===== src/rtl/core/ptc_pkg.sv =====
`timescale 1ns / 1ps

package ptc_pkg;

  localparam int NUM_LANES   = 3;
  localparam int TABLE_DEPTH = 256;
  localparam int TABLE_AW    = $clog2(TABLE_DEPTH);
  localparam int CHAN_W      = 8;
  localparam int SUM_W       = 2 * CHAN_W;
  localparam int CFG_AW      = 3;

  localparam logic CMD_TABLE_WRITE = 1'b0;
  localparam logic CMD_PIXEL       = 1'b1;

  localparam logic [CFG_AW-1:0] CFG_ENABLE_ADJUST = 3'd0;
  localparam logic [CFG_AW-1:0] CFG_BLEND_ALPHA   = 3'd1;
  localparam logic [CFG_AW-1:0] CFG_TINT_RED      = 3'd2;
  localparam logic [CFG_AW-1:0] CFG_TINT_GREEN    = 3'd3;
  localparam logic [CFG_AW-1:0] CFG_TINT_BLUE     = 3'd4;

  typedef struct packed {
    logic                wr_en;
    logic [TABLE_AW-1:0] wr_addr;
    logic [CHAN_W-1:0]   wr_data;
    logic                en1;
    logic                en2;
  } ptc_ctl_t;

endpackage


===== src/rtl/core/ptc_merge.sv =====
`timescale 1ns / 1ps

module ptc_merge
  import ptc_pkg::*;
(
  input  logic                             clk,
  input  logic                             rst_n,
  input  logic                             in_valid,
  input  logic                             adjust,
  input  logic [NUM_LANES-1:0][SUM_W-1:0]  blend_sum,
  input  logic [NUM_LANES-1:0][CHAN_W-1:0] raw_level,
  input  logic [CHAN_W-1:0]                alpha,
  input  logic                             last,
  output logic                             load_en,
  output logic                             out_tvalid,
  input  logic                             out_tready,
  output logic [31:0]                      out_tdata,
  output logic                             out_tlast
);

  logic                             valid_r;
  logic [NUM_LANES-1:0][CHAN_W-1:0] chan_r;
  logic [NUM_LANES-1:0][CHAN_W-1:0] chan_nxt;
  logic [CHAN_W-1:0]                alpha_r;
  logic                             last_r;

  assign load_en = !valid_r || out_tready;

  // Exact floor(x / 255) for any sum up to 255 * 255: (x + (x >> 8) + 1) >> 8.
  always_comb begin
    logic [SUM_W-1:0] t;
    for (int i = 0; i < NUM_LANES; i++) begin
      t = blend_sum[i] + {{CHAN_W{1'b0}}, blend_sum[i][SUM_W-1:CHAN_W]} + SUM_W'(1);
      chan_nxt[i] = adjust ? t[SUM_W-1:CHAN_W] : raw_level[i];
    end
  end

  always_ff @(posedge clk) begin
    if (!rst_n) begin
      valid_r <= 1'b0;
    end else if (load_en) begin
      valid_r <= in_valid;
    end
  end

  always_ff @(posedge clk) begin
    if (load_en) begin
      chan_r  <= chan_nxt;
      alpha_r <= alpha;
      last_r  <= last;
    end
  end

  assign out_tvalid = valid_r;
  assign out_tdata  = {chan_r[2], chan_r[1], chan_r[0], alpha_r};
  assign out_tlast  = last_r;

endmodule


===== config.mk =====
export PLATFORM = sky130hd
export DESIGN_NAME = ptc_merge
export DESIGN_NICKNAME = d
export VERILOG_FILES = /design/src/rtl/core/ptc_pkg.sv /design/src/rtl/core/ptc_merge.sv
export SDC_FILE = /design/constraint.sdc
export NUM_CORES = 1
export LEC_CHECK = 0
export BUFFER_PORTS_ARGS = -buffer_cell sky130_fd_sc_hd__buf_4
export CORE_AREA = 4 4 88 90
export DETAILED_ROUTE_END_ITERATION = 6
export DIE_AREA = 0 0 92 94
export PLACE_DENSITY = 0.69
export SETUP_SLACK_MARGIN = 0.02
export SLEW_MARGIN = 20
export SYNTH_ARGS = -nofsm -noshare
export SYNTH_HDL_FRONTEND = slang
export SYNTH_SLANG_ARGS = --single-unit

===== constraint.sdc =====
create_clock -name clk -period 5.25 [get_ports clk]
set_input_delay 0.525 -clock clk [delete_from_list [all_inputs] [get_ports clk]]
set_output_delay 0.525 -clock clk [all_outputs]
set_load 0.02 [all_outputs]

==> results.md, run 1 <==
* Crit path capture type: primary output
* Antenna diode count at 0
* Die W at 92 um
* Hold Buf Count CTS at 0
* Clk pwr share at 0.268
* Die area at 8650 um2
* DRC viols at 0
* CP Depth at 4
* Fill cells at 676
* Routed wire length at 6580 um
* Final HPWL DP at 5070 um
* Share of cells above drive strength 1 at 0.385
* Placed Instances at 449
* Internal at 0.000543 W
* Worst Path Required at 4.72 ns
* Chip height at 94 um
* Final ANT Viol Nets at 0
* Leakage power at 1.50 nW
* Cell mode on critical path: buf_4
* Final net count at 464
* Outcome: complete, no violations
* Sequential share of power at 0.435
* Synthesized Nets at 345
* Top_reg_cell synth: edfxtp_1
* Area fraction of the dominant cell type after synthesis at 0.420
* Routability cong. at 0.852
* RR Startpoint: out_tvalid
* Synth top area cells: edfxtp_1, ha_1, a21oi_1
* Global-route wire length before repair at 9940 um
* Sequential area share after synthesis at 0.429
* Max Cap Viol at 0
* Vias per std cell at 5.23
* Crit-path cells: buf_4 -> nand2b_2 -> buf_4 -> buf_4
* Clock insertion delay at the later pin of the skew report at 0.28 ns
* Mapped Cells at 238
* Sw frac at 0.298
* Critical Path AT at 1.61 ns
* Ports at 121
* Post-Place Setup Slack at 2.82 ns
* CTS Sinks at 34
* Final WS setup at 3.11 ns
* Initial antenna violation count at 0
* WHS at 0.415 ns
* Fin crit share at 0.408
* Layout Cells excl Fill at 457
* CTS buffer count at 5
* Peak Freq at 467 MHz
* Initial core utilization at 0.334
* Std-Cell Rows at 31
* Avg WL per Cell at 14.4 um
* Layout Skew at 0.00386 ns
* Synth Cell Area at 2360 um2
* P_sw at 0.000230 W
* Ys async rst share at 0
* Slew Limit Headroom at 0.611
* Tot Pwr at 0.000773 W
* Final worst path period need at 2.14 ns
* FF-to-FF path depth at 2
* Yosys top cell by area: edfxtp_1
* Worst vdd ir at 0.0807 mV
* Slew Viols, Final at 0
* Clock Tree Buf Depth at 2
* Warnings from Yosys at 0
* Crit Path Category: primary input to primary output
* Hold Path Class: primary input to register
* Startpoint types: primary input
* Vias in the first global route at 2101
* Crit-path max FO at 22
* Reg2Reg Setup Slack at 3.85 ns
* Crit-path max cell delay at 0.45 ns
* Actual slew at the worst max-slew pin at 0.583 ns
* Core area at 7060 um2
* Post-CTS Setup Bufs at 0
* GRT overflow at 0
* Drt first pass iters at 4
* H-tree depth at 2
* Post-synth EDFFs at 33
* Post-cts sizing count at 0
* Buf+Inv Stages, Crit Path at 3
* Largest delay contributor family on the critical path: buffers and inverters
* DR iter-0 viols at 54
* Yosys cell types at 46
* Mean Syn Cell Area at 9.91 um2
* Number of synthesized register bits at 34
* CTS clk-pin slew, worst paths at 0.07 ns
* Crit path from: out_tready
* Total global-route track usage at 0.142
* Final Hold Viols at 0
* Via Count at 2392
* Largest net degree at the start of global routing at 45
* IO Port Bufs at 120
* Terminus of the critical flop-to-flop path: out_tdata[29]
* Setup TNS at 0 ns
* CP max stage cell: nand2b_2
* CTS tree: yes
* Area Overhead vs Synth at 46.3%
* Combinational Power Share at 0.297
* Setup violations, final at 0
* Root Driver: clkbuf_8
* Crit path to: load_en
* RSZ-0062 raised after global routing: false
* P per Cell Area at 224 nW/um2
==> power by group through the flow <==
| stage | Clock [W] | Combinational [W] | Sequential (W) |
|---|---|---|---|
| finish | 0.000207 | 0.000230 | 0.000336 |
| global route | 0.000227 | 0.000251 | 0.000339 |
| CTS | 0.000216 | 0.000232 | 0.000336 |
| detailed placement | 0 | 0.000231 | 0.000342 |
| global placement | 0 | 0.000228 | 0.000341 |
| floorplan | 0 | 0.0000812 | 0.000376 |
==> through the flow <==
step	utilization	instance area, um2
3_3_place_gp	0.475	3360
2_1_floorplan	-	2360
5_1_grt	0.489	3450
4_1_cts	0.489	3450
6_report	0.489	3450
3_5_place_dp	0.475	3360
==> registers in the layout (all words and copies together) (netlist names) <==
name,flops
out_tlast,1
out_tvalid,1
alpha_r,8
out_tdata,24
==> cells by family after synthesis <==
logic type / synth area share
compound gates: 0.231
xor+xnor: 0.00371
fa+ha+maj: 0.111
buf+inv: 0.0286
flops: 0.429
mux: 0.00477
simple gates: 0.192
==> worst min-delay path by stage <==
stage	start	end	cells past startpoint
floorplan	alpha[0]	alpha_r[0]	0
global placement	alpha[7]	alpha_r[7]	1
detailed placement	alpha[0]	alpha_r[0]	1
CTS	alpha[0]	alpha_r[0]	1
global route	alpha[0]	alpha_r[0]	1
finish	alpha[0]	alpha_r[0]	1
==> cell usage after synthesis, types with 3 or more instances <==
cell type	count
edfxtp_1	33
ha_1	21
nand2_1	21
a21oi_1	18
nand3_1	17
nand4_1	11
nor2_1	11
o21ai_0	11
a2111o_1	8
and3_1	7
clkbuf_1	7
inv_1	7
a31oi_1	6
or3_1	5
nor3_1	4
o21ai_1	4
and2_1	3
o211ai_1	3
o21a_1	3
o2bb2ai_1	3
o31ai_1	3
==> routing by layer <==
| layer | up-vias | part of all wire | track usage | wire length (um) |
|---|---|---|---|---|
| met5 | - | 0 | 0 | 0 |
| met4 | 0 | 0.019 | 0.0582 | 124 |
| met3 | 9 | 0.092 | 0.0425 | 604 |
| met2 | 97 | 0.46 | 0.228 | 3020 |
| met1 | 1096 | 0.43 | 0.178 | 2830 |
| li1 | 1190 | - | - | - |
==> layout by cell type, fill, tap and decap left out, types with 2 or more instances in the layout <==
cell type  instances
o21ai_0           11
and3_1             7
a31oi_1            6
o2bb2ai_1          3
o21ai_1            4
nor2_1            11
a2111o_1           8
a21boi_0           2
o2111ai_1          2
o21a_1             3
clkbuf_8           6
edfxtp_1          33
inv_1              7
o31ai_1            3
or3_1              5
a211oi_1           2
o211ai_1           3
nand4_1           11
nand3_1           17
buf_4            121
nand2_1           21
a211o_1            2
or4_1              2
and2_1             3
nor3_1             4
ha_1              21
nor3b_1            2
a21oi_1           18
==> cell type report <==
cell class / instances / area (um2) / share of cell area
Tap cell: 99 / 124 / 0.0359
Clock inverter: 2 / 12.5 / 0.00363
Multi-Input combinational cell: 187 / 1280 / 0.372
Timing Repair Buffer: 121 / 908 / 0.263
Sequential cell: 34 / 1010 / 0.293
Clock buffer: 6 / 82.6 / 0.0239
Inverter: 8 / 30.0 / 0.00870
(Power assumes the default switching activity.)
==> run 2, diff against run 1 <==
==> constraint.sdc (replaced) <==
create_clock -name clk -period 2 [get_ports clk]
set_input_delay 0.2 -clock clk [delete_from_list [all_inputs] [get_ports clk]]
set_output_delay 0.2 -clock clk [all_outputs]
set_load 0.02 [all_outputs]
==> run 2 against run 1 <==
Setup slack worse by 2.8 ns; register-to-register slack worse by 3.3 ns; combinational power rose to 2.7 times the previous value; critical path type is now primary input to register.
==> results.md, run 2 (same netlist as run 1, synthesis figures left out) <==
* Antenna diode count at 0 (unchanged)
* Worst Path Required at 2.04 ns (-2.68 ns)
* Hold Path Class: primary input to register
* Fin crit share at 0.863
* Initial antenna violation count at 0 (unchanged)
* P per Cell Area at 637 nW/um2 (+180%)
* RSZ-0062 raised after global routing: false
* CP max stage cell: a31oi_2
* Peak Freq at 580 MHz
* Die W at 92 um (unchanged)
* Combinational Power Share at 0.275 (-0.022)
* Worst vdd ir at 0.317 mV (+290%)
* Crit path capture type: register
* Via Count at 2432 (+1.7%)
* Startpoint types: primary input
* Post-route cell area at 3580 um2 (+3.6%)
* Largest net degree at the start of global routing at 31 (-31%)
* Core area at 7060 um2 (unchanged)
* Final Hold Viols at 0 (unchanged)
* Clock insertion delay at the later pin of the skew report at 0.28 ns (about the same)
* Crit-path cells: buf_4 -> ha_1 -> o21ai_0 -> a22oi_2 -> a31oi_2 -> xnor2_1 -> mux2_2
* Total global-route track usage at 0.146 (+0.00361)
* Area Overhead vs Synth at 51.6%
* P_sw at 0.000611 W (+170%)
* IO Port Bufs at 120 (unchanged)
* Share of cells above drive strength 1 at 0.404 (+0.0183)
* Drt first pass iters at 4 (unchanged)
* Final HPWL DP at 5180 um (+2.1%)
* Most frequent cells in the layout: buf_4, edfxtp_1, nand2_1, ha_1, a21oi_1
* Vias per std cell at 5.20 (-0.72%)
* Placed Instances at 460 (+2.4%)
* Crit-path max cell delay at 0.44 ns (about the same)
* CTS Sinks at 34 (unchanged)
* Global-route wire length before repair at 10200 um (+2.5%)
* DRC viols at 0 (unchanged)
* Sequential share of power at 0.387 (-0.048)
* Routed wire length at 6560 um (-0.30%)
* Post-cts sizing count at 0 (unchanged)
* Final net count at 475 (+2.4%)
* DP Area at 3440 um2 (+2.5%)
* Vias in the first global route at 2231 (+6.2%)
* Sw frac at 0.268 (-0.0294)
* CTS buffer count at 5 (unchanged)
* Largest delay contributor family on the critical path: compound AO/OA/AOI/OAI gates
* Clk pwr share at 0.338 (+0.070)
* Setup violations, final at 0 (unchanged)
* Max FFs per register at 24 (unchanged)
* Buf+Inv Stages, Crit Path at 1 (-2)
* Die area at 8650 um2 (unchanged)
* Final ANT Viol Nets at 0 (unchanged)
* Tot Pwr at 0.00228 W (+190%)
* Initial core utilization at 0.334 (unchanged)
* Post-CTS Setup Bufs at 0 (unchanged)
* Clock Tree Buf Depth at 2 (unchanged)
* Outcome: complete, no violations
* Actual slew at the worst max-slew pin at 0.769 ns (+0.186 ns)
* Hold Buf Count CTS at 0 (unchanged)
* Root Driver: clkbuf_8
* Leakage power at 1.58 nW (+4.9%)
* Chip height at 94 um (unchanged)
* Critical Path AT at 1.76 ns (+0.15 ns)
* Most common cell after layout, fill and taps aside: buf_4
* DR iter-0 viols at 56 (+3.7%)
* Final worst path period need at 1.73 ns
* Routability cong. at 0.865 (+1.5%)
* GRT overflow at 0 (unchanged)
* Ports at 121 (unchanged)
* Layout Cells excl Fill at 468 (+2.4%)
* Crit-path max FO at 11 (-50%)
* Internal at 0.00167 W (+210%)
* Avg WL per Cell at 14.0 um (-2.6%)
* H-tree depth at 2 (unchanged)
* Std-Cell Rows at 31 (unchanged)
* CTS clk-pin slew, worst paths at 0.08 ns (about the same)
* Slew Viols, Final at 0 (unchanged)
* Crit Path Category: primary input to register
* Slew Limit Headroom at 0.488 (-0.124)
* Max Cap Viol at 0 (unchanged)
* CTS tree: yes
* Layout Skew at 0.00280 ns (-0.00106 ns)
run 2: worst reg2reg max path, stage by stage (launching register included):
cell and delay, ns:
dfxtp_1 0.32, nand2b_2 0.54, buf_4 0.30
run 2: area by class of cell:
class                      count  area (um2)
clock buffer                   5        68.8
clock inverter                 3        68.8
fill                         669        3480
inverter                       8        30.0
multi-input combinational    187        1280
sequential                    34        1010
tap                           99         124
timing repair buffer         132         991
run 2: final timing paths:
path,end,slack [ns],start,cells after the start
worst min register to register,out_tvalid,1.09,out_tvalid,2
worst min-delay path,alpha_r[4],0.09,alpha[4],1
worst max register to register,out_tdata[12],0.55,out_tvalid,2
worst max-delay path,out_tdata[24],0.27,blend_sum[34],7
run 2: power groups by stage:
stage	Clock (W)	Sequential, W	Combinational (W)
finish	0.000771	0.000881	0.000625
global route	0.000827	0.000888	0.000686
CTS	0.000804	0.000882	0.000632
detailed placement	0	0.000898	0.000630
global placement	0	0.000897	0.000620
floorplan	0	0.000988	0.000213
run 2: stage by stage:
| stage | util | TNS, ns | hold slack, ns | setup slack [ns] |
|---|---|---|---|---|
| after floorplan | - | 0 | 0.299 | 0.262 |
| after detailed placement | 0.487 | -0.0319 | 0.381 | -0.0243 |
| after global placement | 0.487 | 0 | 0.378 | 0.0113 |
| after CTS | 0.507 | 0 | 0.0737 | 0.280 |
| final | 0.507 | 0 | 0.0887 | 0.275 |
| after global routing | 0.507 | 0 | 0.0722 | 0.165 |
run 2: routing by layer:
metal / GRT usage / vias up / part of all wire
li1: - / 1208 / -
met1: 0.183 / 1124 / 0.44
met2: 0.240 / 91 / 0.47
met3: 0.0401 / 9 / 0.078
met4: 0.0532 / 0 / 0.018
met5: 0 / - / 0
==> run 3, diff against run 2 <==
--- a/config.mk
+++ b/config.mk
@@ -5,11 +5,12 @@
 export SDC_FILE = /design/constraint.sdc
 export NUM_CORES = 1
 export LEC_CHECK = 0
+export ABC_AREA = 1
 export BUFFER_PORTS_ARGS = -buffer_cell sky130_fd_sc_hd__buf_4
-export CORE_AREA = 4 4 88 90
+export CORE_AREA = 4 4 100 102
 export DETAILED_ROUTE_END_ITERATION = 6
-export DIE_AREA = 0 0 92 94
-export PLACE_DENSITY = 0.69
+export DIE_AREA = 0 0 104 106
+export PLACE_DENSITY = 0.66
 export SETUP_SLACK_MARGIN = 0.02
 export SLEW_MARGIN = 20
 export SYNTH_ARGS = -nofsm -noshare
==> run 3 against run 2 <==
Clock power shrank 33%; highest routed layer unchanged; area after synthesis is 33% higher; critical path depth fell by 4; routed wire length is 35% higher; hold slack better by 0.0043 ns; clock skew up 0.0042 ns; largest cell class unchanged; register-to-register slack improved by 0.32 ns; largest power group unchanged.
==> results.md, run 3 <==
* Outcome: complete, no violations
* Startpoint types: register
* Post-CTS Setup Bufs at 0 (unchanged)
* Largest net degree at the start of global routing at 36 (+16%)
* Yosys cell types at 27 (-41%)
* Number of synthesized register bits at 34 (unchanged)
* Setup TNS at 0 ns (unchanged)
* Footprint of the multi-input gates at 1770 um2 (+38%)
* Layout Skew at 0.00700 ns (+0.00421 ns)
* Fin crit share at 0.738 (-0.124)
* H-tree depth at 2 (unchanged)
* Critical Path AT at 1.28 ns (-0.48 ns)
* Final HPWL DP at 7500 um (+45%)
* Top_reg_cell synth: edfxtp_1
* GRT overflow at 0 (unchanged)
* Ports at 121 (unchanged)
* Crit-path max FO at 35 (+24)
* Area fraction of the dominant cell type after synthesis at 0.316 (-0.104)
* Synthesized Nets at 580 (+68%)
* Hold Path Class: primary input to register
* CTS buffer count at 5 (unchanged)
* Post-cts sizing count at 0 (unchanged)
* Terminus of the critical flop-to-flop path: out_tdata[18]
* Initial antenna violation count at 0 (unchanged)
* RR Startpoint: out_tvalid
* Most common cell in the synthesized netlist: nand2_1
* Crit path from: out_tvalid
* Most common cell after layout, fill and taps aside: nand2_1
* Warnings from Yosys at 0 (unchanged)
* Synth top area cells: edfxtp_1, nand2_1, inv_1
* DRC viols at 0 (unchanged)
* Die area at 11000 um2 (+27%)
* Vias per std cell at 4.59 (-12%)
* Sequential area share after synthesis at 0.323 (-0.106)
* Drt first pass iters at 4 (unchanged)
* IO Port Bufs at 120 (unchanged)
* Root Driver: clkbuf_8
* Actual slew at the worst max-slew pin at 0.797 ns (+0.0285 ns)
* Post-synth EDFFs at 33 (unchanged)
* RSZ-0062 raised after global routing: false
* Worst Path Required at 1.80 ns (-0.24 ns)
* Mapped Cells at 473 (+99%)
* CTS clk-pin slew, worst paths at 0.07 ns (about the same)
* Crit path capture type: primary output
* Worst vdd ir at 0.220 mV (-30%)
* DR iter-0 viols at 116 (+110%)
* Final ANT Viol Nets at 0 (unchanged)
* Peak Freq at 677 MHz (+17%)
* CTS tree: yes
* Die W at 104 um (+13%)
* Most instantiated cells after synthesis: nand2_1, inv_1, nand3_1
* Clock insertion delay at the later pin of the skew report at 0.28 ns (about the same)
* Fill cells at 942 (+41%)
* Vias in the first global route at 3217 (+44%)
* WHS Path Cells at 1 (unchanged)
* Leakage power at 2.37 nW (+51%)
* Slew Limit Headroom at 0.468 (-0.0196)
* Crit Path Category: register to primary output
* Most frequent cells in the layout: nand2_1, buf_4, inv_1
* Reg2Reg Setup Slack at 0.87 ns (+0.32 ns)
* Routability cong. at 0.934 (+8.0%)
* Initial core utilization at 0.344 (+0.00972)
* Via Count at 3252 (+34%)
* Yosys top cell by area: edfxtp_1
* Clock Tree Buf Depth at 2 (unchanged)
* Final net count at 703 (+48%)
* Post-Place Setup Slack at 0.315 ns (+0.339 ns)
* Chip height at 106 um (+13%)
* Mean Syn Cell Area at 6.62 um2 (-33%)
* P per Cell Area at 511 nW/um2 (-20%)
* Max FFs per register at 24 (unchanged)
* CTS Sinks at 34 (unchanged)
* Setup violations, final at 0 (unchanged)
* Final Hold Viols at 0 (unchanged)
* Avg WL per Cell at 12.5 um (-11%)
* Global-route wire length before repair at 14900 um (+46%)
* Total global-route track usage at 0.162 (+0.0165)
* Std-Cell Rows at 35 (+13%)
* Max Cap Viol at 0 (unchanged)
* Share of cells above drive strength 1 at 0.271 (-0.132)
* FF-to-FF path depth at 2 (unchanged)
* Final WS setup at 0.524 ns (+0.249 ns)
* Hold Buf Count CTS at 0 (unchanged)
* Antenna diode count at 0 (unchanged)
* Synth Cell Area at 3130 um2 (+33%)
* Min-Delay Startpoint: alpha[4]
* Slew Viols, Final at 0 (unchanged)
* Core area at 9110 um2 (+29%)
* Final worst path period need at 1.48 ns (-0.249 ns)
* Area Overhead vs Synth at 35.6%
* Register area at 1010 um2 (unchanged)
* Routed wire length at 8830 um (+35%)
* Hold EP: alpha_r[4]
* Ys async rst share at 0 (unchanged)
-- run 3: changes by cell type in the layout (fill, tap and decap cells not counted), moves of 11 or more --
cell,change
buf_4,-11
o21ai_0,-11
nand2_2,+16
inv_1,+72
nand2_1,+165
nand4_1,-11
nand3b_1,+17
nand3_1,+18
-- run 3: power breakdown --
group	total, W	internal (W)	switching [W]
Clock	0.000514	0.000278	0.000236
Combinational	0.000777	0.000334	0.000443
Sequential	0.000879	0.000859	0.0000206
-- run 3: kinds of logic (layout without fill, tap and decap cells) --
| family | after synthesis | after routing | share of synthesized area |
|---|---|---|---|
| simple gates | 301 | 301 | 0.438 |
| compound gates | 25 | 25 | 0.0431 |
| fa+ha+maj | 21 | 21 | 0.0839 |
| flops | 34 | 34 | 0.323 |
| buf+inv | 92 | 216 | 0.112 |
-- run 3: per-stage QoR --
step / cells / power (W) / hold WS (ns) / instance area, um2 / util
6_report: 708 / 0.00217 / 0.0930 / 4250 / 0.466
3_5_place_dp: 700 / 0.00168 / 0.379 / 4160 / 0.456
2_1_floorplan: 473 / 0.00133 / 0.299 / 3130 / -
5_1_grt: 708 / 0.00232 / 0.0791 / 4250 / 0.466
3_3_place_gp: 700 / 0.00167 / 0.379 / 4160 / 0.456
4_1_cts: 708 / 0.00220 / 0.0848 / 4250 / 0.466
-- run 3: worst max-delay path: stages, from the launching register on --
cell and delay (ns):
dfxtp_1 0.31, nand2_1 0.06, buf_4 0.38, buf_4 0.23
-- run 3: routing by layer --
| layer | vias to the layer above | wire length (um) | GRT usage |
|---|---|---|---|
| li1 | 1732 | - | - |
| met1 | 1446 | 4300 | 0.225 |
| met2 | 72 | 4090 | 0.268 |
| met3 | 2 | 409 | 0.0298 |
| met4 | 0 | 28 | 0.0256 |
| met5 | - | 0 | 0 |
-- run 3: final cells by class --
class,instances,area share
multi-input combinational,347,0.417
sequential,34,0.238
timing repair buffer,121,0.214
inverter,87,0.0769
tap,111,0.0327
clock buffer,7,0.0203
clock inverter,1,0.00118
-- run 3: worst max path at each step --
| stage | endpoint | slack, ns | cells after the start |
|---|---|---|---|
| 3_5_place_dp | out_tdata[23] | 0.31 | 10 |
| 2_1_floorplan | alpha_r[0] | 0.33 | 1 |
| 6_report | load_en | 0.52 | 3 |
| 3_3_place_gp | out_tdata[13] | 0.32 | 9 |
| 4_1_cts | load_en | 0.47 | 3 |
| 5_1_grt | load_en | 0.40 | 3 |
